$ cat src/hw/rtl/sab_pkg.sv
// ----------------------------------------------------------------------------
// sab_pkg
// Shared types and constants for the scaled alpha blitter.
// ----------------------------------------------------------------------------
package sab_pkg;

  localparam int CANVAS_W_DEF = 320;
  localparam int CANVAS_H_DEF = 240;
  localparam int TEX_SIDE_DEF = 64;

  localparam int QW   = 7;   // quotient bits: texture coordinate
  localparam int NUMW = 19;  // offset * texture size
  localparam int TAW  = 14;  // texel address before range check
  localparam int CFGW = 13;  // widest register

  localparam logic       CMD_LOAD = 1'b0;
  localparam logic       CMD_DRAW = 1'b1;
  localparam logic [7:0] ALPHA_FULL = 8'hff;
  localparam logic [7:0] ALPHA_NONE = 8'h00;
  localparam logic [31:0] OPAQUE = 32'hff00_0000;

  typedef enum logic [2:0] {
    REG_DEST_X      = 3'd0,
    REG_DEST_Y      = 3'd1,
    REG_DRAW_WIDTH  = 3'd2,
    REG_DRAW_HEIGHT = 3'd3,
    REG_TEX_WIDTH   = 3'd4,
    REG_TEX_HEIGHT  = 3'd5
  } reg_idx_t;

  typedef struct packed {
    logic        cmd;
    logic [11:0] texel_index;
    logic [31:0] texel_rgba;
    logic [11:0] offset_x;
    logic [11:0] offset_y;
    logic [31:0] dest_pixel;
  } in_beat_t;

  typedef struct packed {
    logic [16:0] pixel_index;
    logic [31:0] new_pixel;
  } out_beat_t;

  // Item state travelling alongside the datapath.
  typedef struct packed {
    logic        valid;
    logic        draw;
    logic        ok;
    logic        tzero;
    logic [16:0] pidx;
    logic [31:0] dst;
    logic [11:0] tidx;
    logic [31:0] trgba;
  } side_t;

endpackage

$ cat src/hw/rtl/sab_blend.sv
// ----------------------------------------------------------------------------
// sab_blend
// Two-stage per-channel alpha blend of a texel over a canvas pixel.
// ----------------------------------------------------------------------------
module sab_blend
  import sab_pkg::*;
(
  input  logic        clk,
  input  logic        en,
  input  logic [31:0] texel,
  input  logic [31:0] dst,
  output logic [31:0] result
);

  logic [16:0] sum [3];
  logic [7:0]  src [3];
  logic [7:0]  alpha;
  logic [31:0] dst_d;

  // Stage 1: weighted sums with rounding bias.
  for (genvar c = 0; c < 3; c++) begin : g_ch
    logic [7:0]  s;
    logic [7:0]  d;
    logic [7:0]  ia;
    assign s  = texel[31-8*c -: 8];
    assign d  = dst[23-8*c -: 8];
    assign ia = 8'd255 - texel[7:0];
    always_ff @(posedge clk) begin
      if (en) begin
        sum[c] <= 17'(16'(s) * 16'(texel[7:0])) + 17'(16'(d) * 16'(ia)) + 17'd127;
        src[c] <= s;
      end
    end
  end

  always_ff @(posedge clk) begin
    if (en) begin
      alpha <= texel[7:0];
      dst_d <= dst;
    end
  end

  // Stage 2: divide by 255, pick by alpha.
  logic [7:0]  mixed [3];
  logic [31:0] result_next;

  always_comb begin
    for (int c = 0; c < 3; c++) begin
      mixed[c] = 8'((sum[c] + (sum[c] >> 8) + 17'd1) >> 8);
    end
    if (alpha == ALPHA_FULL) begin
      result_next = OPAQUE | {8'h00, src[0], src[1], src[2]};
    end else if (alpha == ALPHA_NONE) begin
      result_next = dst_d;
    end else begin
      result_next = OPAQUE | {8'h00, mixed[0], mixed[1], mixed[2]};
    end
  end

  always_ff @(posedge clk) begin
    if (en) begin
      result <= result_next;
    end
  end

endmodule

$ cat config.mk
export PLATFORM = sky130hd
export DESIGN_NAME = sab_blend
export DESIGN_NICKNAME = d
export VERILOG_FILES = /design/src/hw/rtl/sab_pkg.sv /design/src/hw/rtl/sab_blend.sv
export SDC_FILE = /design/constraint.sdc
export NUM_CORES = 1
export LEC_CHECK = 0
export BUFFER_PORTS_ARGS = -buffer_cell sky130_fd_sc_hd__buf_4
export CORE_MARGIN = 2
export CORE_UTILIZATION = 65
export CTS_CLUSTER_SIZE = 8
export DETAILED_ROUTE_END_ITERATION = 8
export PLACE_DENSITY = 0.92
export SYNTH_ARGS = -nofsm -noshare
export SYNTH_HDL_FRONTEND = slang
export SYNTH_SLANG_ARGS = --single-unit
$ cat constraint.sdc
create_clock -name clk -period 17.8 [get_ports clk]
set_input_delay 0.89 -clock clk [delete_from_list [all_inputs] [get_ports clk]]
set_output_delay 0.89 -clock clk [all_outputs]
set_load 0.005 [all_outputs]
==> flow_summary.ini <==
[placed_design]
gpl.final_weighted_congestion = 0.902
detailed_place_hpwl_um = 34300
port-buffer-count = 97

[logic_synthesis]
synth_warnings = 0
ys_dominant_reg_cell = edfxtp_1
synthMostInstantiatedCell = inv_1
yosys.area.top_type_share_pct = 32.0
number_of_flip_flops_and_latches_in_the_synthesized_netlist = 147
area_contributors_post_synth = fa_1, edfxtp_1, ha_1
yosys-top-cells-count = inv_1, fa_1, ha_1, edfxtp_1, nand2_1
yosysSeqAreaShare_pct = 22.6
synth_edf_count = 147
synth_nets = 2465
synth_cell_types = 59
post_synthesis_instance_area_mm2 = 0.0195
syn_avg_cell_area_um2 = 10.3
yosysTopAreaCell = fa_1
synthArstFlopShare_pct = 0
postSynthCellCount = 1889

[clocking]
cts_resized = 0
post_cts_buffers = 0
cts-htree-levels = 4
clk-insertion-delay-late_ns = 0.44
clock_path_buffers = 2
cts_inserted_buffers = 17
clk_transition_reported_paths_ns = 0.07
clock-sinks = 147
tritoncts_clock_tree = done
clock-root-buffer = clkbuf_16
post_cts_hold_buffer_count = 0

[floorplan]
num_rows = 63
core_area_mm2 = 0.0296
pin_count = 98
die_height_um = 177
initial_core_utilization_pct = 65.9
floorplan.die_area_mm2 = 0.0314
dieWidth_um = 177

[grt]
wire_length_of_the_first_global_routing_pass_um = 76900
grt_max_degree = 84
grt_remaining_overflow = 0
grt_util_all_layers_pct = 31.9
vias_in_the_first_global_route = 15800
grt_antenna_before_repair = 0

[power_and_ir_drop]
irDropWorstVdd_v = 0.000218
power.density_cell_area_mw_per_mm2 = 212
power.total_mw = 4.48
static-leakage-power_nw = 10.2

[worst_setup_path]
cp_max_fo = 49
crit_arrival_ns = 6.54
start_kind = input pin
critPathKind = in2reg
worst_ep_required_time_ns = 17.98
critical_path.endpoint_type = flip-flop

[min_path]
hold_class = reg2reg

[run_status]
outcome = complete, no violations

[layout]
final_layout_size_suffix_gt1_share_pct = 7.61
fill_cells = 1970
fin_util_pct = 71.4
antenna_cells_inserted = 0
finish.net_count = 2533
syn_to_final_growth_pct = 8.42

[sta]
post-route-period-util_pct = 35.7
max_clock_skew_ns = 0.0120
setup_violations = 0
whs_ns = 0.515
slew_viol_final = 0
timing.final.crit_period_ns = 6.36
achievable-frequency_ghz = 0.157
measured_slew_at_the_worst_slew_check_pin_ns = 1.06
rsz0062_at_grt = false
slew-limit-headroom_pct = 29.5
final-hold-violation-count = 0
totalNegativeSetupSlack_ns = 0

[route]
remaining_drc_errors = 0
drt_first_pass_iters = 9
wl_per_cell_um = 19.9
avgViaCountPerCell = 5.99
wl_um = 47000
via_count = 14100
drtAntennaViolNets = 0
detailedRoute.firstIterationViolations = 1213

[job]
max_cap_viol_count = 0
[cell usage in the layout (no fill, tap or decap), types with 11 or more instances in the layout]
cell	count
nor3_1	14
a21oi_1	46
nor2_1	34
a21o_1	15
or3_1	13
fa_1	312
xnor2_1	33
nand3_1	21
edfxtp_1	147
xor2_1	14
a22oi_1	11
buf_4	99
and2_1	104
inv_1	410
nand2_1	122
clkbuf_16	17
nor2b_1	99
ha_1	198
o21ai_0	23
nand2b_1	103
[worst paths after layout]
kind	slack [ns]	cells past startpoint	to	startpoint
worst max-delay path	11.44	18	sum[0][49]	texel[1]
worst min-delay path	0.51	1	result[27]	dst_d[27]
worst max register to register	14.89	6	result[22]	alpha[1]
worst min register to register	0.51	1	result[27]	dst_d[27]
[where the power goes]
| part | internal [mW] | total (mW) | leakage [nW] | switching, mW |
|---|---|---|---|---|
| clock network | 0.214 | 0.375 | 0.296 | 0.162 |
| logic | 1.49 | 3.36 | 8.47 | 1.87 |
| registers | 0.673 | 0.743 | 1.43 | 0.0699 |
[logic make-up (layout without fill, tap and decap cells)]
family | Yosys count | after routing | synth area share, %
fa+ha+maj | 510 | 510 | 44.7
flops | 147 | 147 | 22.6
simple gates | 551 | 551 | 15.7
mux | 2 | 2 | 0.103
xor+xnor | 47 | 47 | 2.11
compound gates | 171 | 171 | 5.85
buf+inv | 461 | 542 | 8.98
[worst max-delay path, stage by stage]
cell and delay, ns:
buf_4 0.45, nand2_1 0.16, fa_1 0.54, fa_1 0.55, inv_1 0.05, fa_1 0.48, fa_1 0.51, fa_1 0.50
inv_1 0.05, fa_1 0.48, inv_1 0.04, ha_1 0.34, o21a_1 0.16, nor2_1 0.04, a2111oi_0 0.76, or3_1 0.24
o311a_1 0.20, xor2_1 0.07
[flip-flops by register name (all words and copies together) (netlist names)]
name and flops:
dst_d 32, alpha 8, sum 51, src 24
result 32
[per-layer routing]
metal  up-vias  track usage (%)  wire, um
met5         -                0         0
met4         0             16.6      2390
met3       209             5.42      3800
met2       741             56.0     23900
met1      7119             37.7     16800
li1       6079                -         -
[layout make-up]
class                      count  area, um2  share of cell area, %
clock buffer                  17        425                   2.01
clock inverter                15        191                  0.904
inverter                     410       1540                   7.27
multi-input combinational   1281      13400                   63.1
sequential                   147       4410                   20.9
tap                          390        488                   2.31
timing repair buffer         100        754                   3.56
[through the flow]
stage	std cells	setup slack (ns)	area, um2
after CTS	2360	11.60	21200
after floorplan	1889	11.59	19500
final	2360	11.44	21200
after global routing	2360	11.19	21200
after global placement	2328	11.35	20600
after detailed placement	2328	11.17	20600
Power figures use the tool's default switching activity.
