### config.mk
export PLATFORM = sky130hd
export DESIGN_NAME = sab_div_pipe
export DESIGN_NICKNAME = d
export VERILOG_FILES = /design/src/hw/rtl/sab_pkg.sv /design/src/hw/rtl/sab_div_pipe.sv
export SDC_FILE = /design/constraint.sdc
export NUM_CORES = 1
export LEC_CHECK = 0
export BUFFER_PORTS_ARGS = -buffer_cell sky130_fd_sc_hd__buf_2
export CAP_MARGIN = 20
export CORE_MARGIN = 10
export CORE_UTILIZATION = 45
export CTS_CLUSTER_SIZE = 28
export DETAILED_ROUTE_END_ITERATION = 8
export GPL_ROUTABILITY_DRIVEN = 0
export HOLD_SLACK_MARGIN = 0.15
export PLACE_DENSITY = 0.57
export SYNTH_ARGS = -nofsm -noshare
export SYNTH_HDL_FRONTEND = slang
export SYNTH_SLANG_ARGS = --single-unit
### constraint.sdc
create_clock -name clk -period 3.2 [get_ports clk]
set_input_delay 0.64 -clock clk [delete_from_list [all_inputs] [get_ports clk]]
set_output_delay 0.64 -clock clk [all_outputs]
set_load 0.005 [all_outputs]
### src/hw/rtl/sab_pkg.sv
// ----------------------------------------------------------------------------
// sab_pkg
// Shared types and constants for the scaled alpha blitter.
// ----------------------------------------------------------------------------
package sab_pkg;

  localparam int CANVAS_W_DEF = 320;
  localparam int CANVAS_H_DEF = 240;
  localparam int TEX_SIDE_DEF = 64;

  localparam int QW   = 7;   // quotient bits: texture coordinate
  localparam int NUMW = 19;  // offset * texture size
  localparam int TAW  = 14;  // texel address before range check
  localparam int CFGW = 13;  // widest register

  localparam logic       CMD_LOAD = 1'b0;
  localparam logic       CMD_DRAW = 1'b1;
  localparam logic [7:0] ALPHA_FULL = 8'hff;
  localparam logic [7:0] ALPHA_NONE = 8'h00;
  localparam logic [31:0] OPAQUE = 32'hff00_0000;

  typedef enum logic [2:0] {
    REG_DEST_X      = 3'd0,
    REG_DEST_Y      = 3'd1,
    REG_DRAW_WIDTH  = 3'd2,
    REG_DRAW_HEIGHT = 3'd3,
    REG_TEX_WIDTH   = 3'd4,
    REG_TEX_HEIGHT  = 3'd5
  } reg_idx_t;

  typedef struct packed {
    logic        cmd;
    logic [11:0] texel_index;
    logic [31:0] texel_rgba;
    logic [11:0] offset_x;
    logic [11:0] offset_y;
    logic [31:0] dest_pixel;
  } in_beat_t;

  typedef struct packed {
    logic [16:0] pixel_index;
    logic [31:0] new_pixel;
  } out_beat_t;

  // Item state travelling alongside the datapath.
  typedef struct packed {
    logic        valid;
    logic        draw;
    logic        ok;
    logic        tzero;
    logic [16:0] pidx;
    logic [31:0] dst;
    logic [11:0] tidx;
    logic [31:0] trgba;
  } side_t;

endpackage

### src/hw/rtl/sab_div_pipe.sv
// ----------------------------------------------------------------------------
// sab_div_pipe
// Pipelined restoring divider, one quotient bit per stage.
// ----------------------------------------------------------------------------
module sab_div_pipe
  import sab_pkg::*;
(
  input  logic            clk,
  input  logic            en,
  input  logic [NUMW-1:0] num,
  input  logic [11:0]     den,
  output logic [QW-1:0]   quo
);

  logic [NUMW-1:0] rem [QW];
  logic [QW-1:0]   qq  [QW];

  for (genvar i = 0; i < QW; i++) begin : g_stage
    localparam int B = QW - 1 - i;
    logic [NUMW-1:0] rin;
    logic [QW-1:0]   qin;
    logic [NUMW-1:0] dsh;
    if (i == 0) begin : g_first
      assign rin = num;
      assign qin = '0;
    end else begin : g_rest
      assign rin = rem[i-1];
      assign qin = qq[i-1];
    end
    assign dsh = NUMW'(den) << B;
    always_ff @(posedge clk) begin
      if (en) begin
        if (rin >= dsh) begin
          rem[i] <= rin - dsh;
          qq[i]  <= qin | (QW'(1) << B);
        end else begin
          rem[i] <= rin;
          qq[i]  <= qin;
        end
      end
    end
  end

  assign quo = qq[QW-1];

endmodule

==> results of run 1 <==
metal layers:
| metal | global-route usage (%) | vias up |
|---|---|---|
| li1 | - | 3569 |
| met2 | 31.6 | 116 |
| met1 | 19.0 | 3302 |
| met4 | 6.08 | 0 |
| met3 | 2.81 | 32 |
| met5 | 0 | - |
cell families after synthesis:
group	Yosys count	synth area share (%)
simple gates	256	13.7
flops	142	45.4
fa+ha+maj	90	12.5
compound gates	240	16.3
xor+xnor	63	5.88
mux	25	3.02
buf+inv	74	3.28
worst max-delay path: cells and delay by family:
family	cells	cell delay [ns]
buffers and inverters	4	0.58
adder cells (fa/ha/maj)	1	0.34
XOR/XNOR	1	0.05
AND/OR/NAND/NOR	3	0.56
AO/OA/AOI/OAI	3	0.81
cell usage in the layout, fill, tap and decap left out, drive strengths merged, types with 17 or more instances in the layout:
cell type,Yosys,routed
edfxtp,142,142
buf,12,132
a21oi,97,97
nor2,87,87
ha,84,84
nand2,57,57
inv,46,56
o21ai,51,51
xnor2,40,40
xor2,23,23
mux2,21,21
clkbuf,16,17
power by group through the flow:
stage	combinational, W	clock (W)	sequential (W)
floorplan	0.00227	0	0.00290
global route	0.00348	0.00220	0.00302
global placement	0.00306	0	0.00301
finish	0.00310	0.00208	0.00298
detailed placement	0.00310	0	0.00301
CTS	0.00312	0.00212	0.00298
state kept, by name, summed over array words and instances (netlist names):
register  cells
qq           28
rem         114
final timing paths:
| path | startpoint | cells past startpoint | to |
|---|---|---|---|
| min reg2reg | qq[4][3]$_DFFE_PP_ | 0 | qq[5][3]$_DFFE_PP_ |
| max reg2reg | rem[2][3]$_DFFE_PP_ | 11 | rem[3][15]$_DFFE_PP_ |
| max | den[4] | 12 | rem[4][17]$_DFFE_PP_ |
| min | num[5] | 1 | rem[0][5]$_DFFE_PP_ |
Yosys cell counts (5+ instances only):
library cell  instances  area (sq um)
buf_2                 9          45.0
a211oi_1              6          45.0
xnor2_1              40           350
a21oi_1              96           480
xor2_1               23           201
o21ai_0              47           235
nor4_1               11          68.8
and3_1                5          31.3
inv_1                45           169
fa_1                  6           120
a21o_1               16           120
mux2_2               19           214
nor2_1               87           327
nand4b_1              6          52.6
nand2_1              57           214
nor3_1               14          70.1
nand3b_1              8          60.1
o211ai_1              5          37.5
o21a_1               16           120
edfxtp_1            142          4260
ha_1                 84          1050
or2_2                 5          31.3
nor2b_1              11          68.8
o31a_1                6          52.6
clkbuf_1             16          60.1
nand2b_1             12          75.1
nand3_1              11          55.1
nand4_1              12          75.1
through the flow:
step	instance area (sq um)	util, %
after floorplan	9390	-
after detailed placement	10600	51.9
final	11200	54.9
after global placement	10600	51.9
after CTS	11200	54.9
after global routing	11200	54.9
final cells by class:
cell class	instances	area [sq um]	area share, %
Clock inverter	15	190	1.70
Multi-Input combinational cell	674	4820	43.1
Tap cell	270	338	3.02
Timing Repair Buffer	132	975	8.72
Sequential cell	142	4260	38.1
Clock buffer	17	425	3.80
Inverter	46	173	1.54
==> out/results.ini, run 1 <==
[status]
status = finished, final reports clean

[clock_network]
h-tree-depth = 4
clkSlewWorstSetupHoldPaths_ns = 0.07
numClockSinks = 142
hold_buffers = 0
cts.path.max_buffers = 2
cts_resized = 0
clk_latency_ns = 0.43
numCtsBuffers = 17
post-cts-setup-buffers = 0
cts_tree = yes
cts-root-buf = clkbuf_16

[timing]
clock_skew_ns = 0.0127
relSlewSlack_pct = 58.2
drv_slew = 0
fin_crit_ns = 2.79
fin_crit_sh_pct = 87.2
rsz0062_at_grt = false
timing.hold.ws_ns = 0.399
final-setup-viol-count = 0
layout_setup_ws_ns = 0.410
hold_viol = 0
fin_tns_setup_ns = 0
max_freq_mhz = 358
tightest_slew_ns = 0.627

[global_route]
grt_util_all_layers_pct = 16.9
grt_pass1_vias = 7113
overflow = 0
antenna_found_initial = 0
grt_max_degree = 47
grt_pass1_wl_um = 35800

[logic_synthesis]
async_flop_share_pct = 0
synthDistinctLibCells = 68
synth-edff-count = 142
ys_ff_latch = 142
ys.flop_type = edfxtp_1
avgSynthCellArea_sq_um = 10.6
ys_seq_area_share_pct = 45.4
synth_cells = 890
yosys_warnings = 0
syn_nets = 1013
syn_area_sq_um = 9390

[final_layout]
nets = 1136
area_growth_pct = 19.1
fin_cells = 1296
n_antenna_cell = 0
fillers = 1815
layout-drive-gt1-share_pct = 20.1

[placed_design]
dp_hpwl_um = 17500
placed_cells = 1264
portBuffers = 39
post-place-ws_ns = -0.0679

[power]
ir_drop_v = 0.000400
p_clk_share_pct = 25.5
swShare_pct = 33.7
pwr-share-comb_pct = 38.0
internal_power_w = 0.00541
p_leak_nw = 4.56
power_density_nw_per_um2 = 729
switchingPower_w = 0.00274
share_seq_of_total_power_pct = 36.5
fin_total_pwr_w = 0.00815

[die]
die-width_um = 164
die_area_sq_um = 27000
placementRows = 52
initial_utilization_pct = 46.1
core_area_sq_um = 20400
pin_count = 40
dieHeight_um = 164

[worst_setup_path]
worstPathRequired_ns = 3.39
crit_top_cell = and3_1
path_cells = buf_2, inv_1, buf_12, ha_1, and3_1, o21ai_1, a21oi_1, nand2_1, and3_1, a211oi_1, buf_4, xor2_1
worstPathMaxFanout = 5
critPathSlowestCell = a211oi_1
critPathLaunchType = input pin
worstPathArrival_ns = 2.98
endpoint_kind = flip-flop
regToRegSetupSlack_ns = 0.44
cpPeakStageDelay_ns = 0.38
worstSetupPathType = in -> reg

[routing]
met3WireLength_um = 666
met2_length_um = 11600
ant_nets = 0
post_drt_wl_per_cell_um = 17.0
vias = 7019
remaining_drc_errors = 0
wl_met1_um = 9230
first_pass_iters = 5
top_layer = met4
first_iter_violations = 403
vias_per_cell = 5.42
routed_wl_um = 22100

[min_path]
min_path_type = in -> reg

[flow_run]
cap_violations = 0

(Power assumes the default switching activity.)
==> inputs of run 2 (changes only) <==
Settings changed: CORE_UTILIZATION 45 to 63, PLACE_DENSITY 0.57 to 0.77, REMOVE_ABC_BUFFERS set to 1.
==> out/results.ini, run 2 (synthesis gave the netlist of run 1 again) <==
[clock_network]
cts.path.max_buffers = 2
cts_resized = 0
numClockSinks = 142
cts_tree = yes
clk_latency_ns = 0.43
numCtsBuffers = 17
cts-root-buf = clkbuf_16
h-tree-depth = 4
hold_buffers = 0
post-cts-setup-buffers = 0
clkSlewWorstSetupHoldPaths_ns = 0.06

[timing]
drv_slew = 0
hold_viol = 0
fin_crit_ns = 2.94
final-setup-viol-count = 0
timing.hold.ws_ns = 0.395
max_freq_mhz = 341
fin_crit_sh_pct = 91.8
clock_skew_ns = 0.00819
layout_setup_ws_ns = 0.264
tightest_slew_ns = 0.774
relSlewSlack_pct = 48.4
rsz0062_at_grt = false

[worst_setup_path]
r2r-end = rem[3][4]$_DFFE_PP_
endpoint_kind = flip-flop
worstPathRequired_ns = 3.38
regToRegSetupSlack_ns = 0.38
crit_start = den[9]
critPathSlowestCell = or4_1
worstPathMaxFanout = 16
critPathLaunchType = input pin
critPathCapture = rem[0][16]$_DFFE_PP_
cpPeakStageDelay_ns = 0.58
worstPathArrival_ns = 3.12
worstSetupPathType = in -> reg
path_cells = buf_2, inv_1, ha_1, and4_1, nand2_1, or4_1, nand4_1, a31o_2, o211ai_1, o32a_1
rr_worst_depth = 6
timing.rr.start = rem[2][5]$_DFFE_PP_

[global_route]
antenna_found_initial = 0
grt_util_all_layers_pct = 21.3
overflow = 0
grt_pass1_wl_um = 34400
grt_max_degree = 63
grt_pass1_vias = 7369

[flow_run]
cap_violations = 0

[routing]
first_iter_violations = 469
ant_nets = 0
post_drt_wl_per_cell_um = 18.2
vias_per_cell = 6.26
first_pass_iters = 6
remaining_drc_errors = 0
routed_wl_um = 20900
vias = 7222

[die]
die_area_sq_um = 20200
pin_count = 40
initial_utilization_pct = 64.4
placementRows = 44
die-width_um = 142
core_area_sq_um = 14600
dieHeight_um = 142

[final_layout]
area_growth_pct = 12.6
multi_input_area_sq_um = 4820
largest-register = rem
n_antenna_cell = 0
nets = 1081
most-common-layout-cells = edfxtp_1 (142), a21oi_1 (96), nor2_1 (87), ha_1 (84), nand2_1 (57)
final_area_sq_um = 10600
reg_top3 = rem: 114 flops, qq: 28 flops
fin_cells = 1154
largest_reg_flops = 114
layout_commonest_cell = edfxtp_1
utilization_pct = 72.5
fillers = 961
seq_area_sq_um = 4260
layout-drive-gt1-share_pct = 15.4

[placed_design]
portBuffers = 39
placed_cells = 1123
post-place-ws_ns = -0.141
dp_hpwl_um = 15900
dpl-instance-area_sq_um = 9980

[power]
ir_drop_v = 0.000436
power_density_nw_per_um2 = 749
p_leak_nw = 4.26

[min_path]
min_path_type = in -> reg

[status]
status = finished, final reports clean

-- run 2: cell count changes in the layout (fill, tap and decap cells not counted), sizes merged --
cell,change
clkinvlp,+1
bufinv,+1
clkinv,+5
inv,-8
buf,-55
-- run 2: power by group --
group | leakage [nW] | total, W | switching, W | internal (W)
clock | 0.287 | 0.00200 | 0.000785 | 0.00122
combinational | 2.61 | 0.00294 | 0.00157 | 0.00137
sequential | 1.36 | 0.00298 | 0.000291 | 0.00269
-- run 2: final cells by class --
type	count	share of cell area [%]
well taps	184	2.18
multi-input cells	674	45.6
clock inverters	14	1.59
repair buffers	77	4.72
flip-flops and latches	142	40.3
clock buffers	17	4.02
inverters	46	1.63
-- run 2: worst max-delay path, delay by kind of cell --
kind                       cells  cell delay, ns
adders and majority gates      1            0.43
AOI/OAI and AO/OA              3            0.84
and+or+nand+nor                4            1.07
buffers and inverters          2            0.14
-- run 2: metrics by stage --
stage,total power (W),TNS [ns]
floorplan,0.00513,0
global placement,0.00573,-0.188
detailed placement,0.00588,-0.484
CTS,0.00790,0
global route,0.00839,0
finish,0.00792,0
-- run 2: routing by layer --
metal	wire length, um	GRT usage (%)
met4	909	12.4
met3	952	4.24
met1	8200	22.4
met2	10900	38.5
met5	0	0
-- run 2: worst min path at each step --
stage	startpoint	to	slack, ns	cells past startpoint
final	num[2]	rem[0][2]$_DFFE_PP_	0.39	1
after floorplan	qq[0][6]$_DFFE_PP_	qq[1][6]$_DFFE_PP_	0.40	0
after global routing	num[3]	rem[0][3]$_DFFE_PP_	0.38	1
after CTS	num[3]	rem[0][3]$_DFFE_PP_	0.38	1
after global placement	qq[4][2]$_SDFFCE_PN1P_	qq[5][2]$_DFFE_PP_	0.40	0
after detailed placement	qq[4][5]$_DFFE_PP_	qq[5][5]$_DFFE_PP_	0.40	0
